[src/hdl/uer_pkg.sv]
`timescale 1ns / 1ps

package uer_pkg;

  localparam int CHANNELS_DEF   = 4;
  localparam int STAMP_BITS_DEF = 16;

  localparam int PHASE_W   = 18;
  localparam int DELAY_W   = 16;
  localparam int WIDTH_W   = 10;
  localparam int WINDOW_W  = 16;
  localparam int TIMEOUT_W = 16;
  localparam int SCALE_W   = 12;
  localparam int LEVELS_W  = 4;
  localparam int DIST_W    = 20;
  localparam int PRODUCT_W = 28;
  localparam int DIST_LSB  = 8;
  localparam int TRIG_END_W = 17;
  localparam int PADDR_W   = 5;

  localparam logic [2:0] REG_PERIOD  = 3'd0;
  localparam logic [2:0] REG_DELAY   = 3'd1;
  localparam logic [2:0] REG_WIDTH   = 3'd2;
  localparam logic [2:0] REG_WINDOW  = 3'd3;
  localparam logic [2:0] REG_TIMEOUT = 3'd4;
  localparam logic [2:0] REG_SCALE   = 3'd5;

  localparam logic [PHASE_W-1:0]   PERIOD_RST  = 18'd102010;
  localparam logic [DELAY_W-1:0]   DELAY_RST   = 16'd2000;
  localparam logic [WIDTH_W-1:0]   WIDTH_RST   = 10'd10;
  localparam logic [WINDOW_W-1:0]  WINDOW_RST  = 16'd30000;
  localparam logic [TIMEOUT_W-1:0] TIMEOUT_RST = 16'd30000;
  localparam logic [SCALE_W-1:0]   SCALE_RST   = 12'd1124;

  typedef struct packed {
    logic [PHASE_W-1:0]   period;
    logic [DELAY_W-1:0]   delay;
    logic [WIDTH_W-1:0]   width;
    logic [WINDOW_W-1:0]  window;
    logic [TIMEOUT_W-1:0] timeout;
    logic [SCALE_W-1:0]   scale;
  } cfg_t;

  typedef struct packed {
    logic phase_zero;
    logic close_hit;
    logic trigger;
    logic window;
  } frame_status_t;

endpackage

[src/hdl/uer_apb_regs.sv]
`timescale 1ns / 1ps

module uer_apb_regs import uer_pkg::*; (
  input  logic               clk,
  input  logic               rst_n,
  input  logic               psel,
  input  logic               penable,
  input  logic               pwrite,
  input  logic [PADDR_W-1:0] paddr,
  input  logic [31:0]        pwdata,
  output logic [31:0]        prdata,
  output logic               pready,
  output cfg_t               cfg
);

  cfg_t       cfg_r;
  logic [2:0] idx;
  logic       wr_en;

  assign idx    = paddr[PADDR_W-1:2];
  assign wr_en  = psel && penable && pwrite;
  assign pready = 1'b1;
  assign cfg    = cfg_r;

  always_ff @(posedge clk) begin
    if (!rst_n) begin
      cfg_r.period  <= PERIOD_RST;
      cfg_r.delay   <= DELAY_RST;
      cfg_r.width   <= WIDTH_RST;
      cfg_r.window  <= WINDOW_RST;
      cfg_r.timeout <= TIMEOUT_RST;
      cfg_r.scale   <= SCALE_RST;
    end else if (wr_en) begin
      unique case (idx)
        REG_PERIOD:  cfg_r.period  <= pwdata[PHASE_W-1:0];
        REG_DELAY:   cfg_r.delay   <= pwdata[DELAY_W-1:0];
        REG_WIDTH:   cfg_r.width   <= pwdata[WIDTH_W-1:0];
        REG_WINDOW:  cfg_r.window  <= pwdata[WINDOW_W-1:0];
        REG_TIMEOUT: cfg_r.timeout <= pwdata[TIMEOUT_W-1:0];
        REG_SCALE:   cfg_r.scale   <= pwdata[SCALE_W-1:0];
        default: ;
      endcase
    end
  end

  always_comb begin
    unique case (idx)
      REG_PERIOD:  prdata = 32'(cfg_r.period);
      REG_DELAY:   prdata = 32'(cfg_r.delay);
      REG_WIDTH:   prdata = 32'(cfg_r.width);
      REG_WINDOW:  prdata = 32'(cfg_r.window);
      REG_TIMEOUT: prdata = 32'(cfg_r.timeout);
      REG_SCALE:   prdata = 32'(cfg_r.scale);
      default:     prdata = 32'd0;
    endcase
  end

endmodule

[src/hdl/uer_timing.sv]
`timescale 1ns / 1ps

module uer_timing import uer_pkg::*; #(
  parameter int STAMP_BITS = STAMP_BITS_DEF
) (
  input  logic                  clk,
  input  logic                  rst_n,
  input  logic                  adv,
  input  cfg_t                  cfg,
  output frame_status_t         status,
  output logic [STAMP_BITS-1:0] stamp
);

  logic [PHASE_W-1:0]    phase_r;
  logic [PHASE_W-1:0]    phase_nxt;
  logic [STAMP_BITS-1:0] stamp_r;
  logic [TRIG_END_W-1:0] trig_end_r;
  logic [PHASE_W-1:0]    close_at_r;
  logic [PHASE_W:0]      phase_inc;

  // event points only move with config writes, which the user must make while idle; the block does not enforce this
  always_ff @(posedge clk) begin
    trig_end_r <= TRIG_END_W'(cfg.delay) + TRIG_END_W'(cfg.width);
    close_at_r <= PHASE_W'(TRIG_END_W'(cfg.delay) + TRIG_END_W'(cfg.width))
                + PHASE_W'(cfg.window);
  end

  assign status.phase_zero = (phase_r == '0);
  assign status.close_hit  = (phase_r == close_at_r);
  assign status.window     = (phase_r < close_at_r);
  assign status.trigger    = (phase_r >= PHASE_W'(cfg.delay))
                          && (phase_r < PHASE_W'(trig_end_r));
  assign stamp = stamp_r;

  assign phase_inc = (PHASE_W+1)'(phase_r) + 1'b1;
  assign phase_nxt = (phase_inc >= (PHASE_W+1)'(cfg.period)) ? '0 : phase_inc[PHASE_W-1:0];

  always_ff @(posedge clk) begin
    if (!rst_n) begin
      phase_r <= '0;
      stamp_r <= '0;
    end else if (adv) begin
      phase_r <= phase_nxt;
      stamp_r <= stamp_r + 1'b1;
    end
  end

endmodule

[src/hdl/uer_channel.sv]
`timescale 1ns / 1ps

module uer_channel import uer_pkg::*; #(
  parameter int STAMP_BITS = STAMP_BITS_DEF
) (
  input  logic                  clk,
  input  logic                  rst_n,
  input  logic                  adv,
  input  logic                  level,
  input  frame_status_t         status,
  input  logic [STAMP_BITS-1:0] stamp,
  input  logic [TIMEOUT_W-1:0]  timeout,
  input  logic [SCALE_W-1:0]    scale,
  output logic                  upd,
  output logic [DIST_W-1:0]     held_dist
);

  localparam int CMP_W = (STAMP_BITS > TIMEOUT_W) ? STAMP_BITS : TIMEOUT_W;
  localparam int MUL_W = (STAMP_BITS < TIMEOUT_W) ? STAMP_BITS : TIMEOUT_W;

  logic                  armed_r, armed_nxt;
  logic                  await_r, await_nxt;
  logic                  prior_r;
  logic [STAMP_BITS-1:0] rise_r, rise_nxt;
  logic [DIST_W-1:0]     dist_r, dist_nxt;

  logic                  armed_eff, await_eff;
  logic                  rise, fall, len_ok;
  logic [STAMP_BITS-1:0] diff;
  logic [PRODUCT_W-1:0]  prod;

  assign armed_eff = status.phase_zero ? 1'b1 : armed_r;
  assign await_eff = status.phase_zero ? 1'b0 : await_r;
  assign rise      = level && !prior_r;
  assign fall      = !level && prior_r;
  assign diff      = stamp - rise_r;
  assign len_ok    = (diff != '0) && (CMP_W'(diff) <= CMP_W'(timeout));
  // an accepted length never exceeds the timeout, so its low bits suffice
  assign prod      = PRODUCT_W'(diff[MUL_W-1:0]) * PRODUCT_W'(scale);

  always_comb begin
    armed_nxt = armed_eff;
    await_nxt = await_eff;
    rise_nxt  = rise_r;
    dist_nxt  = dist_r;
    upd       = 1'b0;
    if (armed_eff) begin
      if (!await_eff && rise) begin
        rise_nxt  = stamp;
        await_nxt = 1'b1;
      end else if (await_eff && fall) begin
        if (len_ok) begin
          dist_nxt = prod[DIST_LSB +: DIST_W];
          upd      = 1'b1;
        end
        armed_nxt = 1'b0;
        await_nxt = 1'b0;
      end
    end
    if (status.close_hit) begin
      armed_nxt = 1'b0;
    end
  end

  always_ff @(posedge clk) begin
    if (!rst_n) begin
      armed_r <= 1'b0;
      await_r <= 1'b0;
      prior_r <= 1'b0;
      rise_r  <= '0;
      dist_r  <= '0;
    end else if (adv) begin
      armed_r <= armed_nxt;
      await_r <= await_nxt;
      prior_r <= level;
      rise_r  <= rise_nxt;
      dist_r  <= dist_nxt;
    end
  end

  // held distance only changes when a result is loaded, so it doubles as output
  assign held_dist = dist_r;

endmodule

[src/hdl/ultrasonic_echo_ranger_core.sv]
// Accepted data passes the input register, then the result register, to the result channel.
// Throughput: one tick per clock cycle while out_ready does not stall the result register;
// the input register and the result register overlap, with the channel logic between them.
// Reset (synchronous, rst_n low): phase, tick stamp and all channel state cleared,
// registers return to their defaults, both pipeline stages empty.
`timescale 1ns / 1ps

module ultrasonic_echo_ranger_core import uer_pkg::*; #(
  parameter int CHANNELS   = CHANNELS_DEF,
  parameter int STAMP_BITS = STAMP_BITS_DEF
) (
  input  logic                clk,
  input  logic                rst_n,
  input  logic                in_valid,
  output logic                in_ready,
  input  logic [LEVELS_W-1:0] in_echo_levels,
  output logic                out_valid,
  input  logic                out_ready,
  output logic                out_trigger_level,
  output logic                out_window_open,
  output logic                out_frame_done,
  output logic [LEVELS_W-1:0] out_update_mask,
  output logic [DIST_W-1:0]   out_distance_ch0,
  output logic [DIST_W-1:0]   out_distance_ch1,
  output logic [DIST_W-1:0]   out_distance_ch2,
  output logic [DIST_W-1:0]   out_distance_ch3,
  input  logic                psel,
  input  logic                penable,
  input  logic                pwrite,
  input  logic [PADDR_W-1:0]  paddr,
  input  logic [31:0]         pwdata,
  output logic [31:0]         prdata,
  output logic                pready
);

  cfg_t                  cfg;
  frame_status_t         status;
  logic [STAMP_BITS-1:0] stamp;

  logic                  s1_valid_r;
  logic [LEVELS_W-1:0]   s1_levels_r;
  logic                  adv;

  logic                  out_valid_r;
  logic                  trigger_r, window_r, frame_r;
  logic [LEVELS_W-1:0]   mask_r, mask_nxt;

  logic [CHANNELS-1:0]   upd;
  logic [DIST_W-1:0]     chan_dist [CHANNELS];
  logic [DIST_W-1:0]     dist_out [LEVELS_W];

  uer_apb_regs u_regs (
    .clk     (clk),
    .rst_n   (rst_n),
    .psel    (psel),
    .penable (penable),
    .pwrite  (pwrite),
    .paddr   (paddr),
    .pwdata  (pwdata),
    .prdata  (prdata),
    .pready  (pready),
    .cfg     (cfg)
  );

  // stage 1 moves into the result register when that register is free or being taken
  assign adv      = s1_valid_r && (!out_valid_r || out_ready);
  assign in_ready = !s1_valid_r || adv;

  always_ff @(posedge clk) begin
    if (!rst_n) begin
      s1_valid_r <= 1'b0;
    end else if (in_ready) begin
      s1_valid_r <= in_valid;
    end
  end

  always_ff @(posedge clk) begin
    if (in_valid && in_ready) begin
      s1_levels_r <= in_echo_levels;
    end
  end

  uer_timing #(
    .STAMP_BITS (STAMP_BITS)
  ) u_timing (
    .clk    (clk),
    .rst_n  (rst_n),
    .adv    (adv),
    .cfg    (cfg),
    .status (status),
    .stamp  (stamp)
  );

  for (genvar n = 0; n < CHANNELS; n++) begin : g_chan
    logic level;
    if (n < LEVELS_W) begin : g_pin
      assign level = s1_levels_r[n];
    end else begin : g_nopin
      assign level = 1'b0;
    end

    uer_channel #(
      .STAMP_BITS (STAMP_BITS)
    ) u_chan (
      .clk       (clk),
      .rst_n     (rst_n),
      .adv       (adv),
      .level     (level),
      .status    (status),
      .stamp     (stamp),
      .timeout   (cfg.timeout),
      .scale     (cfg.scale),
      .upd       (upd[n]),
      .held_dist (chan_dist[n])
    );
  end

  for (genvar n = 0; n < LEVELS_W; n++) begin : g_report
    if (n < CHANNELS) begin : g_used
      assign mask_nxt[n] = upd[n];
      assign dist_out[n] = chan_dist[n];
    end else begin : g_unused
      assign mask_nxt[n] = 1'b0;
      assign dist_out[n] = '0;
    end
  end

  always_ff @(posedge clk) begin
    if (!rst_n) begin
      out_valid_r <= 1'b0;
    end else if (adv) begin
      out_valid_r <= 1'b1;
    end else if (out_ready) begin
      out_valid_r <= 1'b0;
    end
  end

  always_ff @(posedge clk) begin
    if (adv) begin
      trigger_r <= status.trigger;
      window_r  <= status.window;
      frame_r   <= status.close_hit;
      mask_r    <= mask_nxt;
    end
  end

  assign out_valid         = out_valid_r;
  assign out_trigger_level = trigger_r;
  assign out_window_open   = window_r;
  assign out_frame_done    = frame_r;
  assign out_update_mask   = mask_r;
  assign out_distance_ch0  = dist_out[0];
  assign out_distance_ch1  = dist_out[1];
  assign out_distance_ch2  = dist_out[2];
  assign out_distance_ch3  = dist_out[3];

endmodule
[config.mk]
export PLATFORM = sky130hd
export DESIGN_NAME = ultrasonic_echo_ranger_core
export DESIGN_NICKNAME = d
export VERILOG_FILES = /design/src/hdl/uer_pkg.sv /design/src/hdl/uer_apb_regs.sv /design/src/hdl/uer_timing.sv /design/src/hdl/uer_channel.sv /design/src/hdl/ultrasonic_echo_ranger_core.sv
export SDC_FILE = /design/constraint.sdc
export NUM_CORES = 2
export LEC_CHECK = 0
export BUFFER_PORTS_ARGS = -buffer_cell sky130_fd_sc_hd__buf_4
export CAP_MARGIN = 40
export CORE_AREA = 4 4 287 289
export CTS_BUF_LIST = sky130_fd_sc_hd__clkbuf_8
export CTS_CLUSTER_DIAMETER = 120
export DETAILED_ROUTE_END_ITERATION = 7
export DIE_AREA = 0 0 291 293
export GPL_TIMING_DRIVEN = 0
export PLACE_DENSITY = 0.79
export SKIP_LAST_GASP = 1
export SYNTH_ARGS = -nofsm -noshare
export SYNTH_HDL_FRONTEND = slang
export SYNTH_SLANG_ARGS = --single-unit
[constraint.sdc]
create_clock -name clk -period 19.6 [get_ports clk]
set_input_delay 3.92 -clock clk [delete_from_list [all_inputs] [get_ports clk]]
set_output_delay 3.92 -clock clk [all_outputs]
set_load 0.005 [all_outputs]
==> impl_metrics.py <==
metrics = {
    "finish": {
        "areaGrowthSynthToFinish_pct": 9.78,
        "finalNonFillerCells": 6514,
        "fin_nets": 6469,
        "layout_commonest_cell": "inv_1",
        "drive_above_1_share": 0.0629,
        "post-route-util": 0.599,
        "layout_common_cells": "inv_1, nand2_1, fa_1",
    },
    "hold_path": {
        "whs_path_depth": 2,
        "hold_path_class": "flop to flop",
        "hp-start": "u_regs.cfg[87]$_SDFFE_PN0P_",
        "holdPathEnd": "u_regs.cfg[87]$_SDFFE_PN0P_",
    },
    "timing": {
        "period_share": 0.526,
        "setup_viol": 0,
        "hold_ws_ns": 0.461,
        "rsz0062_at_grt": "false",
        "clock_skew_ns": 0.0448,
        "fmax_mhz": 97.0,
        "slew_headroom": 0.274,
        "slew_violations": 0,
        "worst_slew_pin_slew_ns": 1.08,
        "setup_ws_ns": 9.29,
        "hold_viol": 0,
        "fin_setup_tns_ns": 0,
        "period_minus_slack_ns": 10.31,
    },
    "clock_tree": {
        "cts.sinks": 326,
        "clockBufferDepth": 3,
        "clk_pin_slew_ns": 0.07,
        "cts_buffers": 57,
        "cts_root_buf": "clkbuf_8",
        "cts_tree": "yes",
        "ctsHtreeMaxLevel": 2,
        "cts_resized": 0,
        "post-cts-setup-buffers": 0,
        "clk_latency_ns": 0.73,
        "cts_hold_buf": 0,
    },
    "global_route": {
        "grt_max_degree": 19,
        "grt_first_pass_wirelength_um": 213000,
        "grt_usage": 0.321,
        "grt_overflow": 0,
        "antenna_found_initial": 11,
        "grt_pass1_vias": 37671,
    },
    "synth": {
        "yosys_warnings": 0,
        "synthCells": 5136,
        "ys_async_sr_fraction": 0,
        "ys_types": 96,
        "synth_edf_count": 11,
        "ys_ff_latch": 326,
        "synth_ff_type": "dfxtp_1",
        "seq_area_frac_synth": 0.152,
        "syn_avg_cell_area_sq_um": 8.48,
        "syn_area_sq_um": 43600,
    },
    "run": {
        "cap_violations": 0,
    },
    "power_and_ir_drop": {
        "peakVddDrop_mv": 0.0509,
        "powerDensity_nw_per_um2": 37.9,
        "leakagePower_uw": 0.0243,
    },
    "floorplan": {
        "die_area_sq_um": 85300,
        "core_area_sq_um": 79900,
        "ios": 170,
        "die_x_um": 291,
        "start_util": 0.545,
        "dieHeight_um": 293,
        "placementRows": 104,
    },
    "route": {
        "vias": 38017,
        "first_pass_iters": 6,
        "vias_per_cell": 5.84,
        "drt-wirelength-per-cell_um": 21.5,
        "drc": 0,
        "wl_um": 140000,
        "first_iter_violations": 4082,
        "ant_nets": 0,
    },
    "place": {
        "gp_congestion": 1.01,
        "dp.cells": 6389,
        "dp_hpwl_um": 114000,
        "portBuffers": 136,
        "post-place-ws_ns": 9.42,
    },
    "outcome": {
        "outcome": "completed",
    },
    "critical_path": {
        "r2r-end": "g_chan[3].u_chan.held_dist[19]$_SDFFE_PN0P_",
        "critPathKind": "input port to primary output",
        "critPathCaptureType": "primary output",
        "worstPathCellList": "buf_4 -> buf_1 -> clkbuf_1 -> buf_1 -> mux2i_1 -> o22ai_1 -> buf_4",
        "required_ns": 15.68,
        "timing.rr.start": "u_timing.stamp[1]$_SDFFE_PN0P_",
        "arrival_ns": 6.39,
        "start_kind": "input port",
        "reg2regPathDepth": 30,
        "cp_max_fo": 10,
        "crit_buf_inv": 5,
        "slowest_stage": "clkbuf_1",
        "rrSetupSlack_ns": 10.09,
        "crit_path_max_incr_delay_ns": 0.58,
        "cp_top_family": "buffers and inverters",
    },
}
-- state kept, by name, indices dropped and copies added (netlist names) --
register	count
out_trigger_level	1
u_timing.trig_end_r	17
u_timing.phase_r	18
u_timing.close_at_r	18
s1_levels_r	4
g_chan.u_chan.held_dist	80
g_chan.u_chan.await_r	4
out_valid	1
out_frame_done	1
out_window_open	1
g_chan.u_chan.armed_r	4
out_update_mask	4
u_timing.stamp	16
g_chan.u_chan.rise_r	64
u_regs.cfg	88
g_chan.u_chan.prior_r	4
s1_valid_r	1
-- kinds of logic after synthesis --
logic type	Yosys count	share of synthesized area
buf+inv	1108	0.0979
other cells	2	0.000172
mux	141	0.0333
flops	326	0.152
simple gates	1662	0.184
compound gates	709	0.108
fa+ha+maj	1031	0.393
xor+xnor	157	0.0316
-- power by group --
group / total (uW) / switching (uW) / leakage, uW / internal (uW)
clock network: 699 / 334 / 0.000714 / 365
logic: 430 / 274 / 0.0210 / 156
registers: 682 / 7.42 / 0.00265 / 675
total: 1810 / 615 / 0.0243 / 1200
-- metrics by stage --
step                instance area, sq um  total power (uW)
detailed placement                 46500              1110
global placement                   46000              1100
global route                       47800              1880
finish                             47800              1810
CTS                                47800              1810
floorplan                          43600               977
-- how the worst max path moves through the flow --
stage,end,slack [ns],start,depth (start not counted)
final,prdata[15],9.29,paddr[3],7
after CTS,prdata[15],9.41,paddr[3],7
after detailed placement,prdata[15],9.42,paddr[3],7
after global placement,prdata[15],9.36,paddr[3],7
after global routing,prdata[15],9.27,paddr[3],7
after floorplan,prdata[14],10.44,paddr[3],5
-- cell type report --
cell class | count | area [sq um]
Clock buffer | 66 | 908
Inverter | 839 | 3150
Multi-Input combinational cell | 3715 | 32700
Antenna cell | 16 | 40.0
Clock inverter | 41 | 333
Buffer | 269 | 1110
Timing Repair Buffer | 182 | 1600
Tap cell | 1060 | 1330
Sequential cell | 326 | 6640
Fill cell | 6983 | 32100
-- cells in the mapped netlist, types with 6 or more instances --
cell type | n | share of area
clkbuf_1 | 235 | 0.020
buf_1 | 7 | 0.00060
o21ai_0 | 79 | 0.0091
a22oi_1 | 20 | 0.0034
buf_4 | 16 | 0.0028
nand3_1 | 75 | 0.0086
o22ai_1 | 15 | 0.0022
ha_1 | 469 | 0.13
a221oi_1 | 7 | 0.0014
o221ai_1 | 7 | 0.0014
nor3_1 | 39 | 0.0045
a211o_1 | 9 | 0.0018
xnor2_1 | 102 | 0.021
nor2b_1 | 116 | 0.017
o21a_1 | 44 | 0.0076
o311ai_0 | 13 | 0.0026
a21oi_1 | 236 | 0.027
o31ai_1 | 30 | 0.0052
a211oi_1 | 30 | 0.0052
inv_1 | 836 | 0.072
a31o_2 | 7 | 0.0014
mux2i_1 | 137 | 0.031
nand2_1 | 664 | 0.057
nor2_1 | 282 | 0.024
and2_1 | 258 | 0.037
a31oi_1 | 15 | 0.0022
and4_1 | 8 | 0.0016
edfxtp_1 | 11 | 0.0076
nand4_1 | 47 | 0.0067
nor4_1 | 16 | 0.0023
dfxtp_1 | 315 | 0.14
nand2b_1 | 34 | 0.0049
or3_1 | 21 | 0.0030
fa_1 | 562 | 0.26
and3_1 | 44 | 0.0063
or2_2 | 15 | 0.0022
o21bai_1 | 14 | 0.0024
buf_2 | 6 | 0.00069
a21o_1 | 84 | 0.014
o211ai_1 | 32 | 0.0055
or4_1 | 9 | 0.0016
xor2_1 | 55 | 0.011
-- layer usage --
| layer | track usage | vias to the layer above | part of all wire |
|---|---|---|---|
| met3 | 0.0798 | 581 | 0.11 |
| met2 | 0.496 | 2129 | 0.43 |
| met5 | 0 | - | 0.00024 |
| met1 | 0.404 | 18281 | 0.37 |
| met4 | 0.207 | 4 | 0.080 |
| li1 | - | 17022 | - |
-- worst register-to-register path: cells and delay by family, from the launching register on --
family,cells,cell delay (ns)
compound gates,12,3.39
fa+ha+maj,7,3.36
buf+inv,6,1.29
flops,1,0.69
simple gates,4,0.52
xor+xnor,1,0.17
Note: power is estimated with default switching activity, not from simulation.
